### src/rtl/core/utf8d_pkg.sv
// Package: shared types, constants and byte decode helpers for the UTF-8 decoder.
package utf8d_pkg;

   localparam int CodePointWidth = 21;
   localparam int MaxResults     = 3;
   localparam int PendDepth      = 3;

   localparam logic [CodePointWidth-1:0] QMARK_CP = 21'd63;

   // Sequence length codes
   localparam logic [2:0] LEN_ONE   = 3'd1;
   localparam logic [2:0] LEN_TWO   = 3'd2;
   localparam logic [2:0] LEN_THREE = 3'd3;
   localparam logic [2:0] LEN_FOUR  = 3'd4;

   typedef logic [CodePointWidth-1:0] cp_type;

   // Results caused by one input word; count 0 means none.
   typedef struct packed {
      logic [1:0]                  count;
      logic [MaxResults-1:0][20:0] cps;
   } group_type;

   function automatic logic [2:0] seq_len(input logic [7:0] b);
      logic [2:0] n;
      if (b[7] == 1'b0)              n = LEN_ONE;
      else if (b[7:5] == 3'b110)     n = LEN_TWO;
      else if (b[7:4] == 4'b1110)    n = LEN_THREE;
      else if (b[7:3] == 5'b11110)   n = LEN_FOUR;
      else                           n = LEN_ONE;
      return n;
   endfunction

   // A lone byte: ASCII passes, anything else is '?'.
   function automatic cp_type single_cp(input logic [7:0] b);
      cp_type v;
      v = b[7] ? QMARK_CP : {13'd0, b};
      return v;
   endfunction

endpackage

### src/rtl/core/utf8_codepoint_decoder_unit.sv
// Top level of the UTF-8 code point decoder: input stage, result stage, result serializer.
//
//   channel  dir  handshake              payload
//   req      in   req_valid / req_stall  req_data_byte[7:0], req_is_final
//   rsp      out  rsp_valid / rsp_stall  rsp_code_point[20:0], rsp_last_of_run
//
// One byte word per cycle while req_stall is low; each word is decoded into a group of
// zero to three results, registered, then moved to the result stage.
// A taken word's group is registered in grp_a_ff, then moved to grp_b_ff once the
// result stage is free; its first result is offered from grp_b_ff.
// The result stage sends one result per cycle while rsp_stall is low, so a word that
// ends the text mid-sequence (up to three results) can stall the input beyond rsp_stall.
// Two group registers let a word be taken while a result waits on rsp_stall.
// Synchronous reset empties both stages and closes any open sequence.
module utf8_codepoint_decoder_unit
   import utf8d_pkg::*;
(
   input  logic         clock,
   input  logic         reset,
   input  logic         req_valid,
   output logic         req_stall,
   input  logic [7:0]   req_data_byte,
   input  logic         req_is_final,
   output logic         rsp_valid,
   input  logic         rsp_stall,
   output logic [20:0]  rsp_code_point,
   output logic         rsp_last_of_run
);

   group_type dec_group;
   group_type grp_a_ff, grp_b_ff;
   logic      a_valid_ff, a_valid_in;
   logic      b_valid_ff, b_valid_in;
   logic [1:0] b_idx_ff, b_idx_in;

   logic req_take, rsp_take, b_done, b_free, a_move;

   utf8d_decode u_decode (
      .clock     (clock),
      .reset     (reset),
      .take      (req_take),
      .data_byte (req_data_byte),
      .is_final  (req_is_final),
      .group     (dec_group)
   );

   assign rsp_valid       = b_valid_ff;
   assign rsp_code_point  = grp_b_ff.cps[b_idx_ff];
   assign rsp_last_of_run = (b_idx_ff == grp_b_ff.count - 2'd1);

   assign rsp_take  = rsp_valid && !rsp_stall;
   assign b_done    = rsp_take && rsp_last_of_run;
   assign b_free    = !b_valid_ff || b_done;
   assign a_move    = a_valid_ff && b_free;
   assign req_stall = a_valid_ff && !b_free;
   assign req_take  = req_valid && !req_stall;

   always_comb begin
      a_valid_in = a_valid_ff;
      if (req_take) begin
         a_valid_in = (dec_group.count != 2'd0);
      end else if (a_move) begin
         a_valid_in = 1'b0;
      end
   end

   always_comb begin
      b_valid_in = b_valid_ff;
      b_idx_in   = b_idx_ff;
      if (a_move) begin
         b_valid_in = 1'b1;
         b_idx_in   = 2'd0;
      end else if (b_done) begin
         b_valid_in = 1'b0;
      end else if (rsp_take) begin
         b_idx_in   = b_idx_ff + 2'd1;
      end
   end

   always_ff @(posedge clock) begin
      if (reset) begin
         a_valid_ff <= 1'b0;
         b_valid_ff <= 1'b0;
         b_idx_ff   <= 2'd0;
      end else begin
         a_valid_ff <= a_valid_in;
         b_valid_ff <= b_valid_in;
         b_idx_ff   <= b_idx_in;
      end
   end

   always_ff @(posedge clock) begin
      if (req_take) begin
         grp_a_ff <= dec_group;
      end
      if (a_move) begin
         grp_b_ff <= grp_a_ff;
      end
   end

endmodule

### src/rtl/core/utf8d_decode.sv
// Sequence buffer and single-word decode: turns one byte into its group of results.
module utf8d_decode
   import utf8d_pkg::*;
(
   input  logic            clock,
   input  logic            reset,
   input  logic            take,
   input  logic [7:0]      data_byte,
   input  logic            is_final,
   output group_type       group
);

   logic [1:0] cnt_ff, cnt_in;
   logic [PendDepth-1:0][7:0] pend_ff;

   logic [3:0][7:0] seq;
   logic [2:0] need;
   logic [2:0] len;
   logic       complete;
   cp_type     full_cp;

   always_comb begin
      seq[3] = data_byte;
      for (int i = 0; i < PendDepth; i++) begin
         if (2'(i) < cnt_ff) begin
            seq[i] = pend_ff[i];
         end else begin
            seq[i] = data_byte;
         end
      end
   end

   assign need     = seq_len(seq[0]);
   assign len      = {1'b0, cnt_ff} + 3'd1;
   assign complete = (len >= need);

   always_comb begin
      case (need)
         LEN_TWO:   full_cp = {10'd0, seq[0][4:0], seq[1][5:0]};
         LEN_THREE: full_cp = {5'd0, seq[0][3:0], seq[1][5:0], seq[2][5:0]};
         LEN_FOUR:  full_cp = {seq[0][2:0], seq[1][5:0], seq[2][5:0], seq[3][5:0]};
         default:   full_cp = single_cp(seq[0]);
      endcase
   end

   // Text ends inside a sequence: lead gives '?', the rest is decoded again.
   always_comb begin
      group.cps[0] = QMARK_CP;
      group.cps[1] = single_cp(seq[1]);
      group.cps[2] = single_cp(seq[2]);
      group.count  = 2'd0;
      if (complete) begin
         group.cps[0] = full_cp;
         group.count  = 2'd1;
      end else if (is_final) begin
         case (len)
            3'd1: group.count = 2'd1;
            3'd2: group.count = 2'd2;
            3'd3: begin
               if (seq_len(seq[1]) == LEN_TWO) begin
                  group.cps[1] = {10'd0, seq[1][4:0], seq[2][5:0]};
                  group.count  = 2'd2;
               end else begin
                  group.count  = 2'd3;
               end
            end
            default: group.count = 2'd0;
         endcase
      end
   end

   assign cnt_in = (complete || is_final) ? 2'd0 : len[1:0];

   always_ff @(posedge clock) begin
      if (reset) begin
         cnt_ff <= 2'd0;
      end else if (take) begin
         cnt_ff <= cnt_in;
      end
   end

   always_ff @(posedge clock) begin
      for (int i = 0; i < PendDepth; i++) begin
         if (take && !complete && !is_final && cnt_ff == 2'(i)) begin
            pend_ff[i] <= data_byte;
         end
      end
   end

endmodule
### config.mk
export PLATFORM = sky130hd
export DESIGN_NAME = utf8_codepoint_decoder_unit
export DESIGN_NICKNAME = d
export VERILOG_FILES = /design/src/rtl/core/utf8d_pkg.sv /design/src/rtl/core/utf8_codepoint_decoder_unit.sv /design/src/rtl/core/utf8d_decode.sv
export SDC_FILE = /design/constraint.sdc
export NUM_CORES = 1
export LEC_CHECK = 0
export BUFFER_PORTS_ARGS = -buffer_cell sky130_fd_sc_hd__buf_4
export CAP_MARGIN = 5
export CORE_MARGIN = 2
export CORE_UTILIZATION = 45
export DETAILED_ROUTE_END_ITERATION = 10
export PLACE_DENSITY_LB_ADDON = 0.3
export REMOVE_ABC_BUFFERS = 1
export SKIP_LAST_GASP = 1
export SLEW_MARGIN = 20
export SYNTH_ARGS = -nofsm -noshare
export SYNTH_HDL_FRONTEND = slang
export SYNTH_HIERARCHICAL = 1
export SYNTH_SLANG_ARGS = --single-unit
### constraint.sdc
create_clock -name clock -period 4.84 [get_ports clock]
set_clock_uncertainty 0.2 [all_clocks]
set_input_delay 0.484 -clock clock [delete_from_list [all_inputs] [get_ports clock]]
set_output_delay 0.484 -clock clock [all_outputs]
set_load 0.02 [all_outputs]
# ---- Word level (Yosys, flattened, before mapping)
# Index checks and enable logic that the tools add are counted.
# W data, S select, Z words.
dict set report classes {
  n_shift 0
  div_mod_pow 0
  n_lt_le_gt_ge 5
  bitwise_logic 1
  n_eq_ne 16
  muxes 32
  multipliers 0
  addsub 3
  reduce_logical 24
}
# operator n
set op_table {}
lappend op_table {{$mux W21} 5}
lappend op_table {{$pmux W21 S3} 1}
lappend op_table {{$bmux W21 S2} 1}
lappend op_table {{$mux W3} 11}
lappend op_table {{$mux W8} 3}
lappend op_table {{$eq A3 B2 Y1 const B} 5}
lappend op_table {{$mux W7} 2}
lappend op_table {{$eq A5 B5 Y1 const B} 2}
lappend op_table {{$logic_and A1 B1 Y1} 10}
lappend op_table {{$eq A3 B3 Y1 const B} 3}
lappend op_table {{$eq A4 B4 Y1 const B} 2}
lappend op_table {{$logic_not A1 Y1} 6}
lappend op_table {{$mux W2} 3}
lappend op_table {{$pmux W2 S3} 1}
lappend op_table {{$reduce_bool A2 Y1} 3}
lappend op_table {{$mux W1} 5}
lappend op_table {{$lt A1 B2 Y1 const A} 2}
lappend op_table {{$add A2 B1 Y3 const B} 1}
lappend op_table {{$eq A3 B1 Y1 const B} 1}
lappend op_table {{$ge A3 B3 Y1} 1}
lappend op_table {{$lt A2 B3 Y1 const B} 1}
lappend op_table {{$add A2 B1 Y2 const B} 1}
lappend op_table {{$eq A2 B1 Y1 const B} 1}
lappend op_table {{$eq A2 B2 Y1} 1}
lappend op_table {{8 further kinds} 9}
dict set report word_totals {
  mem_count 0
  latch_bits 0
  romBits 0
  input_bits 13
  reg_bits 160
  word_cells 97
  ram_bits 0
  output_inout_bits 24
}

# ---- Logic depth before layout (Yosys ltp)
dict set report logic_depth {
  ltp_word 17
  mapped_depth 16
  mapped_depth_nobuf 12
}

# ---- By module
# The synthesis kept the hierarchy.
# mod seq_area_each_um2 cells_each area_per_inst_um2 n_inst
set by_module_without_submodules {}
lappend by_module_without_submodules {utf8_codepoint_decoder_unit 3983.8 234 4591.9 1}
lappend by_module_without_submodules {utf8d_decode 760.7 230 2304.7 1}

# ---- Least setup slack after synthesis
# OpenSTA, ideal clock, no wires.
dict set report synth_timing {
  path_type {register to register}
  start {reg grp_b_ff[64] in the netlist's numbering}
  end {reg u_decode/pend_ff[0] in the netlist's numbering, enable pin}
  setup_ps 333
  path_buffers 0
  required_ps 4307
  setup_slack_ps 979
  path_stages_with_launch 6
  t_arrival_ps 3328
  synth_period_minus_slack_ps 3861
  cell_sequence {edfxtp_1 -> xnor2_1 -> or4b_1 -> nand3_2 -> o21a_1 -> and3_1}
}
dict set report synth_via {
  elab_chain_len 11
}
# element line
set synth_lines {}
lappend synth_lines {{start, declared} utf8_codepoint_decoder_unit.sv:31} ;# group_type grp_a_ff, grp_b_ff;
lappend synth_lines {{start signal, assigned} utf8_codepoint_decoder_unit.sv:97} ;# grp_b_ff <= grp_a_ff;
lappend synth_lines {{$sub A2 B1 Y2} utf8_codepoint_decoder_unit.sv:49} ;# assign rsp_last_of_run = (b_idx_ff == grp_b_ff.count - 2'd1);
lappend synth_lines {{$eq A2 B2 Y1} utf8_codepoint_decoder_unit.sv:49}
lappend synth_lines {{$logic_and A1 B1 Y1} utf8_codepoint_decoder_unit.sv:52} ;# assign b_done = rsp_take && rsp_last_of_run;
lappend synth_lines {{$logic_or A1 B1 Y1} utf8_codepoint_decoder_unit.sv:53} ;# assign b_free = !b_valid_ff || b_done;
lappend synth_lines {{$logic_not A1 Y1} utf8_codepoint_decoder_unit.sv:55} ;# assign req_stall = a_valid_ff && !b_free;
lappend synth_lines {{$logic_and A1 B1 Y1} utf8_codepoint_decoder_unit.sv:55}
lappend synth_lines {{$logic_not A1 Y1} utf8_codepoint_decoder_unit.sv:56} ;# assign req_take = req_valid && !req_stall;
lappend synth_lines {{$logic_and A1 B1 Y1} utf8_codepoint_decoder_unit.sv:56}
lappend synth_lines {{net req_take} utf8_codepoint_decoder_unit.sv:36} ;# logic req_take, rsp_take, b_done, b_free, a_move;
lappend synth_lines {{$logic_and A1 B1 Y1 (3 in a row)} utf8d_decode.sv:84} ;# if (take && !complete && !is_final && cnt_ff == 2'(i)) begin
lappend synth_lines {{end signal, assigned by index} utf8d_decode.sv:85} ;# pend_ff[i] <= data_byte;
lappend synth_lines {{end, declared} utf8d_decode.sv:14} ;# logic [PendDepth-1:0][7:0] pend_ff;
# The timed path passes the listed nets, and every way through them passes these cells.
# A chain may end at the register's enable or synchronous reset.

==> impl_metrics.json <==
{
  "grt_max_degree": 31,
  "drive_gt1_share_pct": 18.65,
  "avgRoutedWirePerCell_um": 18.63,
  "synth.cell_area_mm2": 0.006897,
  "dieWidth_um": 127.8,
  "synth.top_cells.by_area": "edfxtp_1 67%, mux2i_1 6.0%, buf_4 2.8%, o21ai_0 2.0%, nand2_1 1.8%",
  "reg2reg_setup_slack_ns": 1.0,
  "cts_resized": 0,
  "cts_tree": "done",
  "cts_setup_buffers": 0,
  "p_int_mw": 2.452,
  "clkLatencyLatePin_ns": 0.41,
  "yosysSeqAreaShare_pct": 68.80,
  "syn_inst": 464,
  "ys_seq_elements": 160,
  "synth_warnings": 6,
  "hold_path.class": "in2reg",
  "portBuffers": 36,
  "grt_pass1_vias": 3718,
  "p_sw_mw": 0.7043,
  "rsz0062_at_grt": "false",
  "finalSetupViolCount": 0,
  "period_needed_ns": 3.843,
  "multi_input_area_mm2": 0.001901,
  "antenna_cells": 0,
  "power_density_mw_per_mm2": 402.5,
  "nFillCells": 1252,
  "grt_usage_pct": 17.16,
  "seqCellArea_mm2": 0.004745,
  "die-area_mm2": 0.01633,
  "ctsHoldBuffers": 0,
  "num_vias": 3822,
  "drv_slew": 0,
  "required_ns": 4.76,
  "row_count": 45,
  "nNetsFinal": 528,
  "cts_buffers": 17,
  "p_sw_share_pct": 22.31,
  "placed_cells": 676,
  "cts_sinks": 160,
  "yosysTopAreaCellShare_pct": 67.05,
  "cp.arrival_ns": 3.76,
  "finalHoldViolCount": 0,
  "drc_errors": 0,
  "grt_first_pass_wirelength_um": 20910,
  "met3_length_um": 574,
  "tns_ns": 0,
  "synth-async-reset-ratio_pct": 0,
  "worst_pin_slew_ns": 0.8458,
  "synth_top_cell_by_area": "edfxtp_1",
  "synthFlopType": "edfxtp_1",
  "worst-path-max-fanout": 12,
  "worst-setup-path-type": "reg2reg",
  "start_util_pct": 45.70,
  "wl_um": 13190,
  "syn_area_per_cell_um2": 14.86,
  "p_leak_nw": 2.711,
  "peakVddDrop_mv": 0.2439,
  "p_seq_share_pct": 51.5,
  "ioPinCount": 37,
  "core_mm2": 0.01509,
  "clock_path_buffers": 2,
  "syn_to_final_growth_pct": 13.72,
  "status": "finished clean",
  "pwr-share-clk_pct": 40.9,
  "wl_met1_um": 6109,
  "antenna_found_initial": 0,
  "combPwrFrac_pct": 7.6,
  "root_buffer": "clkbuf_16",
  "period_share_pct": 79.40,
  "yosysMostFrequentCell": "edfxtp_1",
  "gp_congestion": 0.9470,
  "ctsHtreeMaxLevel": 4,
  "synth_edf_count": 154,
  "antenna_left": 0,
  "drv_cap": 0,
  "instances_no_fill": 708,
  "startpoint_type": "flip-flop",
  "fp.dieH_um": 127.8,
  "dpl.hpwl_um": 8727,
  "first_pass_iters": 5,
  "drt_iter0_drc": 452,
  "vias_per_cell": 5.398,
  "ys_types": 59,
  "top_layer": "met4",
  "grt_remaining_overflow": 0,
  "dr_wl_met2_um": 6188,
  "relSlewSlack_pct": 42.00,
  "cp-end-kind": "flip-flop",
  "yosys-top-cells-count": "154 x edfxtp_1, 41 x mux2i_1, 33 x nand2_1",
  "max_freq_mhz": 260.2,
  "cts.clk_slew.worst_paths_ns": 0.06
}
[routing by layer]
metal	GRT usage (%)	up-vias
met5	0	-
met4	6.464	0
met3	4.382	18
met2	26.20	118
met1	23.84	1867
li1	-	1819
[sequential cells by signal (all words and copies together), names as in the netlist]
| register | cells |
|---|---|
| rsp_valid | 1 |
| a_valid_ff | 1 |
| u_decode/cnt_ff | 2 |
| u_decode/pend_ff | 24 |
| grp_b_ff | 65 |
| grp_a_ff | 65 |
| b_idx_ff | 2 |
[cells by family (layout without fill, tap and decap cells)]
kind of cell | Yosys count | count (layout) | synth area share (%)
DFF | 160 | 160 | 68.80
adders and majority gates | 8 | 8 | 1.451
xor gates and xnor gates | 1 | 1 | 0.1270
AOI/OAI and AO/OA | 87 | 87 | 9.489
and+or+nand+nor | 108 | 108 | 8.309
buffers and inverters | 54 | 87 | 4.935
other | 1 | 24 | 0.05437
muxes | 45 | 45 | 6.840
[cells in the final DEF, fill, tap and decap left out, types with 2 or more instances in the layout]
| master | instances |
|---|---|
| a211o_1 | 2 |
| a21oi_1 | 8 |
| a221o_1 | 6 |
| a22oi_1 | 8 |
| and3_1 | 5 |
| and3b_1 | 3 |
| buf_4 | 46 |
| bufinv_16 | 2 |
| clkbuf_16 | 17 |
| clkinv_2 | 2 |
| clkinv_4 | 2 |
| clkinvlp_4 | 3 |
| conb_1 | 24 |
| dfxtp_1 | 6 |
| edfxtp_1 | 154 |
| ha_1 | 8 |
| inv_1 | 8 |
| inv_6 | 5 |
| mux2i_1 | 41 |
| mux2i_2 | 2 |
| nand2_1 | 33 |
| nand2b_1 | 4 |
| nand3_1 | 4 |
| nand3b_1 | 3 |
| nand4_1 | 3 |
| nor2_1 | 30 |
| nor2b_1 | 3 |
| nor3_1 | 6 |
| nor3b_1 | 2 |
| nor3b_2 | 2 |
| o2111a_1 | 3 |
| o21ai_0 | 27 |
| o21ai_1 | 3 |
| o221ai_1 | 6 |
| o22a_1 | 5 |
| o22ai_1 | 5 |
[area by class of cell]
type,count,share of cell area (%)
multi-input combinational,273,24.23
sequential,160,60.50
clock inverter,15,2.010
clock buffer,17,5.424
tap,188,2.999
inverter,9,0.4308
timing repair buffer,46,4.403
[path summary, 6_finish.rpt]
path,to,from,depth (start not counted)
worst min register to register,grp_b_ff[54],grp_a_ff[54],0
worst max register to register,grp_a_ff[25],u_decode/cnt_ff[1],12
worst min-delay path,b_idx_ff[1],reset,2
worst max-delay path,grp_a_ff[25],u_decode/cnt_ff[1],12
[power by group through the flow]
stage                     clock (mW)  sequential [mW]  combinational, mW
final                           1.29             1.63              0.239
after global routing            1.38             1.63              0.260
after CTS                       1.32             1.63              0.239
after detailed placement           0             1.66              0.239
after global placement             0             1.65              0.237
after floorplan                    0             1.66              0.136
[worst max-delay path, cell delays in order, from the launching register on]
cell and delay (ns):
dfxtp_1 0.30, buf_4 0.19, inv_1 0.11, ha_1 0.50, and3b_1 0.30, a2bb2oi_4 0.29, inv_2 0.17, a21o_1 0.19
ha_1 0.26, nor2b_1 0.16, o21a_1 0.35, and4_1 0.40, a22oi_1 0.11
[per-stage QoR]
step / hold slack (ns) / worst slack (ns) / utilization [%] / power (mW) / instance area (um2)
6_report: 0.09794 / 0.9970 / 51.97 / 3.157 / 7843
4_1_cts: 0.08389 / 1.049 / 51.97 / 3.188 / 7843
2_1_floorplan: 0.2003 / 0.4907 / - / 1.793 / 6676
3_5_place_dp: 0.2045 / 1.059 / 48.11 / 1.894 / 7259
3_3_place_gp: 0.2007 / 1.131 / 48.11 / 1.891 / 7259
5_1_grt: 0.09181 / 0.7207 / 51.97 / 3.276 / 7843
Power figures use the tool's default switching activity.
